$ cat src/hdl/servo_move_interpolator_core_defines.svh
// ----------------------------------------------------------------------------
// Servo move interpolator assertion macros
// Shared concurrent assertion helpers for the interpolator RTL.
// ----------------------------------------------------------------------------
`ifndef SERVO_MOVE_INTERPOLATOR_CORE_DEFINES_SVH
`define SERVO_MOVE_INTERPOLATOR_CORE_DEFINES_SVH

// assert that antecedent implies consequent in the same cycle
`define SMI_ASSERT_IMP(lbl, ante, cons) \
  lbl: assert property (@(posedge clk_i) disable iff (!rst_ni) (ante) |-> (cons)) \
    else $error("assertion failed");

// assert that antecedent implies consequent in the next cycle
`define SMI_ASSERT_NXT(lbl, ante, cons) \
  lbl: assert property (@(posedge clk_i) disable iff (!rst_ni) (ante) |=> (cons)) \
    else $error("assertion failed");

`endif

$ cat src/hdl/smi_pkg.sv
// ----------------------------------------------------------------------------
// Servo move interpolator package
// Shared types and constants.
// ----------------------------------------------------------------------------
package smi_pkg;

  localparam logic OP_TICK = 1'b0;
  localparam logic OP_MOVE = 1'b1;

  localparam logic KIND_REPORT = 1'b0;
  localparam logic KIND_ACK    = 1'b1;

  localparam logic [1:0] REG_TICK    = 2'd0;
  localparam logic [1:0] REG_GRIPMIN = 2'd1;
  localparam logic [1:0] REG_GRIPMAX = 2'd2;

  // pi * 2^61, truncated
  localparam logic [63:0] PI_Q61 = 64'h6487ED5110B4611A;

  localparam int DIV_BITS = 64;

  typedef struct packed {
    logic        start;
    logic [63:0] num_mag;
    logic [63:0] den_mag;
    logic        neg;
  } div_req_t;

  typedef struct packed {
    logic        busy;
    logic        done;
    logic [63:0] quo;  // rounded magnitude
    logic        neg;
  } div_rsp_t;

  function automatic logic [31:0] sat32(input logic signed [65:0] v);
    if (v > 66'sd2147483647) sat32 = 32'h7fffffff;
    else if (v < -66'sd2147483648) sat32 = 32'h80000000;
    else sat32 = v[31:0];
  endfunction

endpackage

$ cat src/hdl/smi_divider.sv
// ----------------------------------------------------------------------------
// Servo move interpolator divider
// Radix-2 restoring divider, one quotient bit per cycle; the caller's den/2 bias rounds half away.
// ----------------------------------------------------------------------------
module smi_divider (
  input  logic              clk_i,
  input  logic              rst_ni,
  input  smi_pkg::div_req_t req_i,
  output smi_pkg::div_rsp_t rsp_o
);
  import smi_pkg::*;

  logic [63:0] rem_q, rem_d, quo_q, quo_d, den_q, den_d;
  logic [6:0]  cnt_q, cnt_d;
  logic        busy_q, busy_d, done_q, done_d, neg_q, neg_d;
  logic [64:0] trial;

  always_comb begin
    rem_d  = rem_q;
    quo_d  = quo_q;
    den_d  = den_q;
    cnt_d  = cnt_q;
    busy_d = busy_q;
    neg_d  = neg_q;
    done_d = 1'b0;
    trial  = {rem_q, quo_q[63]} - {1'b0, den_q};
    if (req_i.start) begin
      // numerator already biased by den/2
      rem_d  = '0;
      quo_d  = req_i.num_mag;
      den_d  = req_i.den_mag;
      neg_d  = req_i.neg;
      cnt_d  = 7'(DIV_BITS);
      busy_d = 1'b1;
    end else if (busy_q) begin
      if (!trial[64]) begin
        rem_d = trial[63:0];
        quo_d = {quo_q[62:0], 1'b1};
      end else begin
        rem_d = {rem_q[62:0], quo_q[63]};
        quo_d = {quo_q[62:0], 1'b0};
      end
      cnt_d = cnt_q - 7'd1;
      if (cnt_q == 7'd1) begin
        busy_d = 1'b0;
        done_d = 1'b1;
      end
    end
  end

  always_ff @(posedge clk_i or negedge rst_ni) begin
    if (!rst_ni) begin
      busy_q <= 1'b0;
      done_q <= 1'b0;
      cnt_q  <= '0;
    end else begin
      busy_q <= busy_d;
      done_q <= done_d;
      cnt_q  <= cnt_d;
    end
  end

  always_ff @(posedge clk_i) begin
    rem_q <= rem_d;
    quo_q <= quo_d;
    den_q <= den_d;
    neg_q <= neg_d;
  end

  assign rsp_o.busy = busy_q;
  assign rsp_o.done = done_q;
  assign rsp_o.quo  = quo_q;
  assign rsp_o.neg  = neg_q;

endmodule

$ cat src/hdl/servo_move_interpolator_core.sv
// ----------------------------------------------------------------------------
// Servo move interpolator core
// Seven-joint linear move interpolator with one shared serial divider.
// ----------------------------------------------------------------------------
// A tick visits each joint in turn: a joint with time left goes through setup,
// multiply, a divide, write-back and report, while a finished joint goes
// straight to its report; any joint also waits while the previous report is
// still unaccepted. A command runs its target divide, then refreshes the
// distance of each joint in turn and then gives the acknowledge; a bad joint is acknowledged in
// the cycle after its transfer. The serial divider yields one quotient bit per
// cycle. The block takes one item at a time and is not
// ready while it works or while a result waits.
module servo_move_interpolator_core #(
  parameter int NUM_JOINTS    = 7,
  parameter int POS_FRAC_BITS = 28
) (
  input  logic        clk_i,
  input  logic        rst_ni,
  input  logic        in_valid_i,
  output logic        in_ready_o,
  input  logic        op_i,
  input  logic [3:0]  joint_i,
  input  logic [15:0] pulse_width_i,
  input  logic [15:0] move_time_ms_i,
  output logic        out_valid_o,
  input  logic        out_ready_i,
  output logic        kind_o,
  output logic [2:0]  joint_out_o,
  output logic signed [31:0] position_o,
  output logic        status_o,
  output logic        last_o,
  input  logic        cfg_valid_i,
  output logic        cfg_ready_o,
  input  logic [1:0]  cfg_index_i,
  input  logic [15:0] cfg_data_i
);
  import smi_pkg::*;

  localparam int JW = $clog2(NUM_JOINTS);
  localparam int GRIP_L = 5;
  localparam int GRIP_R = 6;

  typedef enum logic [7:0] {
    S_IDLE  = 8'b00000001,
    S_TSET  = 8'b00000010,
    S_TMUL  = 8'b00000100,
    S_TDIV  = 8'b00001000,
    S_TOUT  = 8'b00010000,
    S_CDIV  = 8'b00100000,
    S_CUPD  = 8'b01000000,
    S_OUT   = 8'b10000000
  } state_e;

  state_e state_q;

  logic [9:0]  tick_q;
  logic [15:0] gmin_q, gmax_q;

  logic [31:0] tgt_q [NUM_JOINTS];
  logic [31:0] cur_q [NUM_JOINTS];
  logic [31:0] dlt_q [NUM_JOINTS];
  logic [15:0] mt_q  [NUM_JOINTS];
  logic [16:0] el_q  [NUM_JOINTS];

  logic [3:0]  jnt_q;
  logic [15:0] pw_q, mtin_q;
  logic [JW:0] idx_q;
  logic signed [63:0] prod_q;

  logic        ov_q, okind_q, ostat_q, olast_q;
  logic [2:0]  ojnt_q;
  logic [31:0] opos_q;

  div_req_t dreq;
  div_rsp_t drsp;

  smi_divider u_div (.clk_i, .rst_ni, .req_i(dreq), .rsp_o(drsp));

  logic [JW-1:0] ix;
  assign ix = idx_q[JW-1:0];

  logic signed [65:0] qsig;
  assign qsig = drsp.neg ? -$signed({2'b0, drsp.quo}) : $signed({2'b0, drsp.quo});

  // command numerator/denominator (signed)
  logic signed [63:0] cnum, cden, piq;
  logic signed [17:0] pwd;
  logic signed [18:0] gsum;
  logic               grip, dzero;
  always_comb begin
    piq   = $signed(64'(PI_Q61 >> (49 - POS_FRAC_BITS)));
    pwd   = $signed({2'b0, pw_q}) - 18'sd1500;
    grip  = (jnt_q == 4'(GRIP_L));
    gsum  = $signed({2'b0, pw_q, 1'b0}) - $signed({3'b0, gmin_q}) - $signed({3'b0, gmax_q});
    cden  = 64'sd200 * ($signed({48'b0, gmax_q}) - $signed({48'b0, gmin_q}));
    dzero = (gmax_q == gmin_q);
    if (!grip) begin
      cnum = 64'(pwd) * piq;
      cden = 64'sd8192000;
    end else if (dzero) begin
      cnum = -(64'sd3 <<< POS_FRAC_BITS);
      cden = 64'sd200;
    end else begin
      cnum = (64'sd3 * 64'(gsum)) <<< POS_FRAC_BITS;
    end
  end

  // cmd divide launch happens from S_CDIV entry cycle flag
  logic cstart_q;

  logic [63:0] n_mag, d_mag, t_num, t_den;
  logic        t_neg;

  always_comb begin
    if (state_q == S_TMUL) begin
      t_num = prod_q;
      t_den = {48'b0, mt_q[ix]};
    end else begin
      t_num = cnum;
      t_den = cden;
    end
    t_neg = (t_num[63] != t_den[63]);
    n_mag = t_num[63] ? -t_num : t_num;
    d_mag = t_den[63] ? -t_den : t_den;
    dreq.start   = (state_q == S_TMUL) || cstart_q;
    dreq.num_mag = n_mag + (d_mag >> 1);
    dreq.den_mag = d_mag;
    dreq.neg     = t_neg;
  end

  logic out_free;
  assign out_free   = !ov_q || out_ready_i;
  assign in_ready_o = (state_q == S_IDLE) && !ov_q;
  assign cfg_ready_o = 1'b1;

  logic jok;
  assign jok = ({1'b0, joint_i} < 5'(NUM_JOINTS));

  // result register is loaded this cycle
  logic load_out;
  assign load_out = (in_valid_i && in_ready_o && (op_i == OP_MOVE) && !jok) ||
                    ((state_q == S_TOUT || state_q == S_OUT) && out_free);

  logic signed [65:0] sum;
  assign sum = $signed({{34{cur_q[ix][31]}}, cur_q[ix]}) + qsig;

  always_ff @(posedge clk_i or negedge rst_ni) begin
    if (!rst_ni) begin
      state_q  <= S_IDLE;
      tick_q   <= 10'd10;
      gmin_q   <= 16'd500;
      gmax_q   <= 16'd2500;
      ov_q     <= 1'b0;
      idx_q    <= '0;
      cstart_q <= 1'b0;
      for (int i = 0; i < NUM_JOINTS; i++) begin
        tgt_q[i] <= '0;
        cur_q[i] <= '0;
        dlt_q[i] <= '0;
        mt_q[i]  <= '0;
        el_q[i]  <= '0;
      end
    end else begin
      cstart_q <= 1'b0;
      if (load_out) ov_q <= 1'b1;
      else if (out_ready_i) ov_q <= 1'b0;
      if (cfg_valid_i) begin
        case (cfg_index_i)
          REG_TICK:    tick_q <= cfg_data_i[9:0];
          REG_GRIPMIN: gmin_q <= cfg_data_i;
          REG_GRIPMAX: gmax_q <= cfg_data_i;
          default: ;
        endcase
      end
      case (state_q)
        S_IDLE: begin
          if (in_valid_i && in_ready_o) begin
            jnt_q  <= joint_i;
            pw_q   <= pulse_width_i;
            mtin_q <= move_time_ms_i;
            idx_q  <= '0;
            if (op_i == OP_TICK) state_q <= S_TSET;
            else if (jok) begin
              state_q  <= S_CDIV;
              cstart_q <= 1'b1;
            end else begin
              okind_q <= KIND_ACK;
              ojnt_q  <= joint_i[2:0];
              opos_q  <= '0;
              ostat_q <= 1'b1;
              olast_q <= 1'b1;
            end
          end
        end
        S_TSET: begin
          if (el_q[ix] < {1'b0, mt_q[ix]}) begin
            prod_q  <= $signed(dlt_q[ix]) * $signed({1'b0, tick_q});
            state_q <= S_TMUL;
          end else state_q <= S_TOUT;
        end
        S_TMUL: state_q <= S_TDIV;
        S_TDIV: begin
          if (drsp.done) begin
            cur_q[ix] <= sat32(sum);
            el_q[ix]  <= el_q[ix] + {7'b0, tick_q};
            state_q   <= S_TOUT;
          end
        end
        S_TOUT: begin
          if (out_free) begin
            okind_q <= KIND_REPORT;
            ojnt_q  <= 3'(idx_q);
            opos_q  <= cur_q[ix];
            ostat_q <= 1'b0;
            olast_q <= (idx_q == (JW+1)'(NUM_JOINTS - 1));
            if (idx_q == (JW+1)'(NUM_JOINTS - 1)) state_q <= S_IDLE;
            else begin
              idx_q   <= idx_q + 1'b1;
              state_q <= S_TSET;
            end
          end
        end
        S_CDIV: begin
          if (drsp.done) begin
            mt_q[jnt_q[JW-1:0]]  <= mtin_q;
            tgt_q[jnt_q[JW-1:0]] <= sat32(qsig);
            if (grip) begin
              mt_q[JW'(GRIP_R)]  <= mtin_q;
              tgt_q[JW'(GRIP_R)] <= sat32(qsig);
            end
            idx_q   <= '0;
            state_q <= S_CUPD;
          end
        end
        S_CUPD: begin
          dlt_q[ix] <= sat32($signed({{34{tgt_q[ix][31]}}, tgt_q[ix]}) -
                             $signed({{34{cur_q[ix][31]}}, cur_q[ix]}));
          el_q[ix]  <= '0;
          if (idx_q == (JW+1)'(NUM_JOINTS - 1)) state_q <= S_OUT;
          else idx_q <= idx_q + 1'b1;
        end
        S_OUT: begin
          if (out_free) begin
            okind_q <= KIND_ACK;
            ojnt_q  <= jnt_q[2:0];
            opos_q  <= tgt_q[jnt_q[JW-1:0]];
            ostat_q <= 1'b0;
            olast_q <= 1'b1;
            state_q <= S_IDLE;
          end
        end
        default: state_q <= S_IDLE;
      endcase
    end
  end

  assign out_valid_o = ov_q;
  assign kind_o      = okind_q;
  assign joint_out_o = ojnt_q;
  assign position_o  = opos_q;
  assign status_o    = ostat_q;
  assign last_o      = olast_q;

`include "servo_move_interpolator_core_defines.svh"
  `SMI_ASSERT_IMP(a_idle_ready, in_ready_o, state_q == S_IDLE)
  `SMI_ASSERT_NXT(a_hold_out, out_valid_o && !out_ready_i, out_valid_o && $stable(position_o))
  `SMI_ASSERT_IMP(a_div_state, drsp.busy, state_q == S_TDIV || state_q == S_CDIV)

endmodule

$ cat config.mk
export PLATFORM = sky130hd
export DESIGN_NAME = servo_move_interpolator_core
export DESIGN_NICKNAME = d
export VERILOG_FILES = /design/src/hdl/smi_pkg.sv /design/src/hdl/smi_divider.sv /design/src/hdl/servo_move_interpolator_core.sv
export VERILOG_INCLUDE_DIRS = /design/src /design/src/hdl
export SDC_FILE = /design/constraint.sdc
export NUM_CORES = 2
export LEC_CHECK = 0
export BUFFER_PORTS_ARGS = -buffer_cell sky130_fd_sc_hd__buf_2
export CORE_MARGIN = 1.5
export CORE_UTILIZATION = 50
export DETAILED_ROUTE_END_ITERATION = 8
export PLACE_DENSITY = 0.74
export SLEW_MARGIN = 10
export SYNTH_ARGS = -nofsm -noshare
export SYNTH_HDL_FRONTEND = slang
export SYNTH_SLANG_ARGS = --single-unit
$ cat constraint.sdc
create_clock -name clk_i -period 17.9 [get_ports clk_i]
set_clock_uncertainty 0.15 [all_clocks]
set_input_delay 0.895 -clock clk_i [delete_from_list [all_inputs] [get_ports clk_i]]
set_output_delay 0.895 -clock clk_i [all_outputs]
set_load 0.02 [all_outputs]
; ---- Word level (Yosys, flattened, before mapping)
; Index checks and enable logic that the tools add are counted.
[word_totals]
reg_bits = 1299
mem_bits_ro = 0
wordCells = 258
n_memories = 0
inputBits = 60
ram_bits = 0
out_inout_bits = 41
latch_bits = 0
[op_classes]
addsub = 14
muxes = 108
reduce_logical = 33
n_shift = 0
order_cmp = 12
div_mod_pow = 0
bitwise = 4
eq_ne = 25
mul = 4
[op_table]
columns = operator, n
row1 = $mux 32, 26
row2 = $mux 64, 11
row3 = $bwmux 224, 3
row4 = $bmux 32 s3, 4
row5 = $pmux 119 s2, 1
row6 = $demux 32 s3, 2
row7 = $gt 66x32->1 const B, 2
row8 = $lt 66x32->1 const B, 2
row9 = $neg 64->64, 2
row10 = $and 119x119->119, 1
row11 = $bwmux 119, 1
row12 = $mux 119, 1
row13 = $not 119->119, 1
row14 = $bwmux 112, 1
row15 = $pmux 32 s3, 1
row16 = $add 32x66->66, 1
row17 = $mux 66, 1
row18 = $neg 64->66, 1
row19 = $sub 65x64->65, 1
row20 = $add 64x63->64, 1
row21 = $mux 8, 8
row22 = $pmux 8 s8, 1
row23 = $mul 17x43->60 const B, 1
row24 = $bmux 17 s3, 1
row25 = other kinds (63), 125

; ---- Logic depth before layout (Yosys ltp)
[depth]
depth_word = 11
mapped_depth = 51
ltp_nobuf = 47

; ---- By module
; A second synthesis with hierarchy kept.
[unflattened]
cells_unflattened = 10894
area_unflattened_um2 = 100137.3
[by_module_without_submodules]
columns = module, seq_area_each_um2, area_per_inst_um2, instances, cells_per_inst
row1 = servo_move_interpolator_core, 27528.9, 88351.0, 1, 9680
row2 = smi_divider, 5380.2, 11786.3, 1, 1214

; ---- Worst setup path after synthesis
; OpenSTA, ideal clock, no wires.
[synth_path]
kind = reg2reg
from = register pw_q[2]
to = register u_div.quo_q[60] (data pin)
path_buffers = 3
stages_incl_launch_ff = 49
required_ns = 17.386
arrival_ns = 11.900
setup_ns = 0.364
period_less_slack_ns = 12.414
setup_slack_ns = 5.486
cell_sequence = edfxtp_1 -> clkbuf_1 -> and3_1 -> o21ai_0 -> nor2_1 -> o21ai_0 -> nand2b_1 -> nor2_1 -> xor2_1 -> inv_1 -> fa_1 -> inv_1 -> fa_1 -> fa_1 -> inv_1 -> fa_1 -> inv_1 -> fa_1 -> (+13 left out) -> a31oi_1 -> clkbuf_1 -> a21oi_1 -> xnor2_1 -> ha_1 -> a21o_1 -> a31o_2 -> o21bai_1 -> o211ai_1 -> a311oi_1 -> a2111oi_0 -> o21ai_0 -> nand2_1 -> a41o_1 -> o41ai_1 -> o31ai_1 -> xnor2_1 -> a21oi_1
[synth_between]
elab_chain_len = 10
word_cells_on_any_way = 12
classes_between = 5 x add/sub / 2 x mul / 5 x mux
[synth_lines]
columns = element, line
row1 = "start, declared", servo_move_interpolator_core.sv:66  ; logic [15:0] pw_q, mtin_q;
row2 = "start signal, assigned", servo_move_interpolator_core.sv:179  ; pw_q <= pulse_width_i;
row3 = $sub 17x16->18, servo_move_interpolator_core.sv:94  ; gsum = $signed({2'b0, pw_q, 1'b0}) - $signed({3'b0, gmin_q}) - $signed({3'b0, gmax_q});
row4 = $sub 18x17->19, servo_move_interpolator_core.sv:94
row5 = $mul 3x19->22, servo_move_interpolator_core.sv:104  ; cnum = (64'sd3 * 64'(gsum)) <<< POS_FRAC_BITS;
row6 = $mux 64, servo_move_interpolator_core.sv:100  ; end else if (dzero) begin
row7 = $mux 64 (*), servo_move_interpolator_core.sv:97  ; if (!grip) begin
row8 = $mux 64 (*), servo_move_interpolator_core.sv:115  ; if (state_q == S_TMUL) begin
row9 = $neg 64->64, servo_move_interpolator_core.sv:123  ; n_mag = t_num[63] ? -t_num : t_num;
row10 = $mux 64 (*), servo_move_interpolator_core.sv:123
row11 = $add 64x63->64 (*), servo_move_interpolator_core.sv:126  ; dreq.num_mag = n_mag + (d_mag >> 1);
row12 = $mux 64 (*), smi_divider.sv:27  ; if (req_i.start) begin
row13 = via u_div.quo_d[60], smi_divider.sv:13  ; logic [63:0] rem_q, rem_d, quo_q, quo_d, den_q, den_d;
row14 = "end signal, assigned", smi_divider.sv:65  ; quo_q <= quo_d;
row15 = "end, declared", smi_divider.sv:13
; The timed path passes the listed nets; every way through them passes the cells marked *.
; A chain may end at the register's enable or synchronous reset.

; ---- Final worst setup path
[layout_path]
from = register pw_q[2]
to = register u_div.quo_q[56] (data pin)
; The elaborated chain is that of the path after synthesis.

==> impl.org <==
** Status
- The run finished with clean final reports.

** Finish
- Of the cells placed in the final design, the portion with a size suffix greater than 1 is 9.147%.
- After routing the design area is 109400 µm².
- Compared with the post-synthesis result, the final layout area differs by 8.543%.
- Final net count :: 12.09k

** Logic synthesis
- A synthesized cell averages 9.278 µm².
- After Yosys synthesis, XOR and XNOR cells account for 4.466% of the synthesized area.
- Number of enable-type register cells in the synthesized netlist :: 246
- After Yosys synthesis, full adders, half adders and majority gates account for 18.77% of the synthesized area.
- Counting flops and latches in the post-synthesis netlist gives 1278.
- The synthesized netlist devotes 19.13% of its cell area to compound gates.
- Mux contribution to synthesized area :: 6.469%
- Count of different cell masters after synthesis :: 99
- The synthesized netlist occupies a cell area of 100800 µm².
- During synthesis, Yosys emitted a total of 0 warnings.
- For this run, the register share of the synthesized area comes to 32.66%.
- The synthesized netlist devotes 12.70% of its cell area to simple gates.
- The cell count after synthesis came out at 10.86k.
- Largest family of logic cells by synthesized area :: compound AO/OA/AOI/OAI gates
- After synthesis, the share of flip-flops with an asynchronous set or reset is 75.74%.
- The most used flip-flop cell after synthesis is sky130_fd_sc_hd__dfrtp_1.

** CTS
- Clock Path Buffers :: 3
- Counting every sink on the clock net gives 1278.
- Hold buffers post-CTS :: 1
- Buffers added to address setup during post-CTS repair amount to 0.
- Clock tree synthesis inserted a total of 144 buffers.
- Clock tree from TritonCTS :: built
- # H-tree levels :: 4
- Clock insertion delay at the later pin of the skew report :: 0.84 ns
- The cell sitting at the root of the clock tree is a sky130_fd_sc_hd__clkbuf_16.
- Clock-pin slew was measured on the worst setup and hold paths at 0.06 ns.
- Number of gates resized after cts :: 0

** Routing
- Routed length per placed instance :: 24.62 µm
- Vias after detailed routing :: 85.97k
- First-pass DRT Iterations :: 6
- Vias per cell :: 6.319
- For this run, design rule violations remaining after detail routing come to 0.
- Once detail routing completed, the nets flagged for antenna violations numbered 0.
- Drt initial violations :: 9517
- Wires add up to 334.9 mm.

** Critical path
- Along the worst path, the maximum fanout reaches 22.
- CP dominant cell by count :: sky130_fd_sc_hd__a21oi_1
- In this run the critical register-to-register path is launched from pw_q[2].
- Type of element launching the critical path :: register
- Worst endpoint required time :: 18.24 ns
- Measured in cells, the most critical reg-to-reg path has a length of 44.
- Critical path class :: reg -> reg
- Reg2Reg Setup Slack :: 3.34 ns
- The slowest stage of the critical path is the sky130_fd_sc_hd__xor2_1 cell.
- Worst EP arrival :: 14.90 ns
- In this design, the stage delay of the slowest critical-path cell is 0.80 ns.
- Endpoint of the lowest-slack register-to-register path :: u_div.quo_q[56]
- Type of destination of the critical path :: register

** Hold path
- Cell depth of the worst hold path :: 1
- Worst Hold Class :: in -> reg
- The path with the worst hold slack has its endpoint at mtin_q[13].
- In this run the most critical hold path is launched from move_time_ms_i[13].

** Floorplan
- Once the floorplan was initialized, standard cells occupied 50.37% of the core.
- Width of the chip :: 451.9 µm
- The die covers 204300 µm².
- After floorplanning, the core was divided into 164 placement rows.
- 101 I/O pins were placed.
- In this run the vertical extent of the chip is 451.9 µm.
- CORE AREA :: 200100 µm²

** STA
- Count of final setup violators :: 0
- The final-report hold violation count was 0.
- PnR worst setup slack :: 3.337 ns
- The final count of pins violating max slew came to 0.
- At the pin with the least slew margin, the transition time is 1.310 ns.
- Worst slew slack as a fraction of its limit :: 12.33%
- Summed over all failing endpoints, the final setup total negative slack is 0 ns.
- Counting I/O delays and the setup requirement, the final critical path takes 14.56 ns.
- Setup repair after global routing left no endpoint under its margin.
- Portion of the clock cycle consumed by the worst path in the final layout :: 81.36%
- Highest clock rate :: 0.06867 GHz

** Placed design
- Sum of net half-perimeters after detailed placement :: 241.4 mm
- The congestion estimate from routability-driven global placement came to 0.9926.
- Number of I/O port buffers :: 99
- Worst slack after detailed placement :: 3.652 ns
- Summing all placed instances gives a cell area of 104500 µm².

** Job
- Max-cap violations in this run came to 0.

** Global route
- Antenna violations before repair :: 16
- Wire length of the first global-routing pass :: 510.4 mm
- In the global route stage, overall resource usage came out at 32.34%.
- The total overflow left after global routing is 0.
- Via count of the first global-routing pass :: 86.05k
- Entering global routing, the biggest net connects 180 pins.
## worst max-delay path: cells and delay by family, from the launching register on
| kind | cells | cell delay, ns |
|---|---|---|
| AO/OA/AOI/OAI | 24 | 7.16 |
| adder cells (fa/ha/maj) | 8 | 3.77 |
| buffers and inverters | 4 | 0.63 |
| XOR/XNOR | 3 | 1.14 |
| AND/OR/NAND/NOR | 5 | 0.81 |
| flip-flops | 1 | 0.53 |
## through the flow
stage | util [%] | cells | hold WS (ns)
global route | 54.67 | 13601 | 0.07039
detailed placement | 52.23 | 13331 | 0.3158
CTS | 54.67 | 13598 | 0.04921
finish | 54.67 | 13604 | 0.08780
floorplan | - | 10942 | 0.2944
global placement | 52.23 | 13331 | 0.3058
## kinds of logic after synthesis
family          after synthesis
buf+inv                    1545
flops                      1278
compound gates             3006
fa+ha+maj                  1216
mux                         548
simple gates               2754
xor+xnor                    513
other cells                   2
## placed cells by master, fill, tap and decap left out, types with 146 or more instances in the layout
cell | synthesis | routed
sky130_fd_sc_hd__dfrtp_1 | 954 | 950
sky130_fd_sc_hd__mux2_2 | 286 | 286
sky130_fd_sc_hd__nand3_1 | 163 | 163
sky130_fd_sc_hd__and2_1 | 198 | 197
sky130_fd_sc_hd__xor2_1 | 193 | 192
sky130_fd_sc_hd__nor2_1 | 635 | 623
sky130_fd_sc_hd__edfxtp_1 | 246 | 246
sky130_fd_sc_hd__xnor2_1 | 319 | 318
sky130_fd_sc_hd__buf_4 | 1 | 177
sky130_fd_sc_hd__fa_1 | 495 | 495
sky130_fd_sc_hd__inv_1 | 999 | 995
sky130_fd_sc_hd__a21oi_1 | 640 | 639
sky130_fd_sc_hd__a211oi_1 | 209 | 205
sky130_fd_sc_hd__mux2i_1 | 208 | 208
sky130_fd_sc_hd__a21o_1 | 214 | 214
sky130_fd_sc_hd__nand2_1 | 1102 | 1094
sky130_fd_sc_hd__ha_1 | 714 | 714
sky130_fd_sc_hd__clkbuf_16 | 0 | 146
sky130_fd_sc_hd__o21ai_0 | 941 | 940
## per-layer routing
layer / routed length, µm / global-route usage (%)
met1: 132400 / 42.04
met5: 173 / 0
met4: 20520 / 17.56
met3: 35800 / 8.357
met2: 146000 / 49.32
## registers in the layout, indices dropped and copies added (netlist names), 16 cells and up
| signal | cells |
|---|---|
| cur_q | 224 |
| dlt_q | 224 |
| tgt_q | 224 |
| el_q | 119 |
| mt_q | 112 |
| u_div.den_q | 64 |
| u_div.quo_q | 64 |
| u_div.rem_q | 64 |
| prod_q | 43 |
| position_o | 32 |
| gmax_q | 16 |
| gmin_q | 16 |
| mtin_q | 16 |
| pw_q | 16 |
## cell usage after synthesis, drive strengths merged (22+ instances only)
| library cell | count | area share (%) |
|---|---|---|
| nor3 | 105 | 0.52 |
| nand4 | 83 | 0.52 |
| a31oi | 51 | 0.32 |
| xnor2 | 319 | 2.8 |
| and3 | 62 | 0.38 |
| mux4 | 54 | 1.2 |
| a22oi | 126 | 0.94 |
| nand2b | 80 | 0.50 |
| o31ai | 54 | 0.42 |
| nor4 | 51 | 0.35 |
| nor2 | 635 | 2.4 |
| or2 | 33 | 0.20 |
| a21boi | 27 | 0.20 |
| mux2 | 286 | 3.2 |
| dfrtp | 954 | 24 |
| a21o | 214 | 1.6 |
| fa | 495 | 9.8 |
| o21a | 112 | 0.83 |
| o21ai | 970 | 4.8 |
| o21bai | 60 | 0.45 |
| nand2 | 1102 | 4.1 |
| and2 | 200 | 1.2 |
| a211oi | 209 | 1.6 |
| edfxtp | 246 | 7.3 |
| or3 | 56 | 0.35 |
| xor2 | 194 | 1.7 |
| a221oi | 42 | 0.37 |
| a22o | 73 | 0.63 |
| o22ai | 42 | 0.26 |
| a221o | 32 | 0.32 |
| dfxtp | 64 | 1.3 |
| nor2b | 78 | 0.48 |
| o221ai | 22 | 0.19 |
| inv | 999 | 3.7 |
| o211ai | 65 | 0.48 |
| nand3 | 163 | 0.81 |
| o221a | 65 | 0.73 |
| clkbuf | 465 | 1.7 |
| ha | 714 | 8.9 |
| or4 | 25 | 0.19 |
| buf | 80 | 0.35 |
| a21oi | 641 | 3.2 |
| mux2i | 208 | 2.1 |
## layout make-up
| type | count | area (µm²) |
|---|---|---|
| timing repair buffer | 280 | 1889 |
| inverter | 1000 | 3759 |
| multi-input combinational | 8119 | 62620 |
| sequential | 1278 | 32920 |
| antenna | 5 | 12.51 |
| clock buffer | 210 | 4214 |
| fill | 17536 | 90680 |
| clock inverter | 56 | 648.1 |
| tap | 2656 | 3323 |
## worst max path at each step
stage / start / to / slack, ns / cells past startpoint
final: pw_q[2] / u_div.quo_q[56] / 3.34 / 44
after detailed placement: pw_q[2] / u_div.quo_q[56] / 3.65 / 44
after floorplan: pw_q[2] / u_div.quo_q[60] / 5.49 / 48
after global placement: pw_q[2] / u_div.quo_q[56] / 3.70 / 44
after CTS: pw_q[2] / u_div.quo_q[56] / 3.55 / 44
after global routing: pw_q[2] / u_div.quo_q[60] / 2.03 / 44
Power is not shown: default switching activity piles up to over one toggle a cycle in this logic, so the estimate is an artifact.
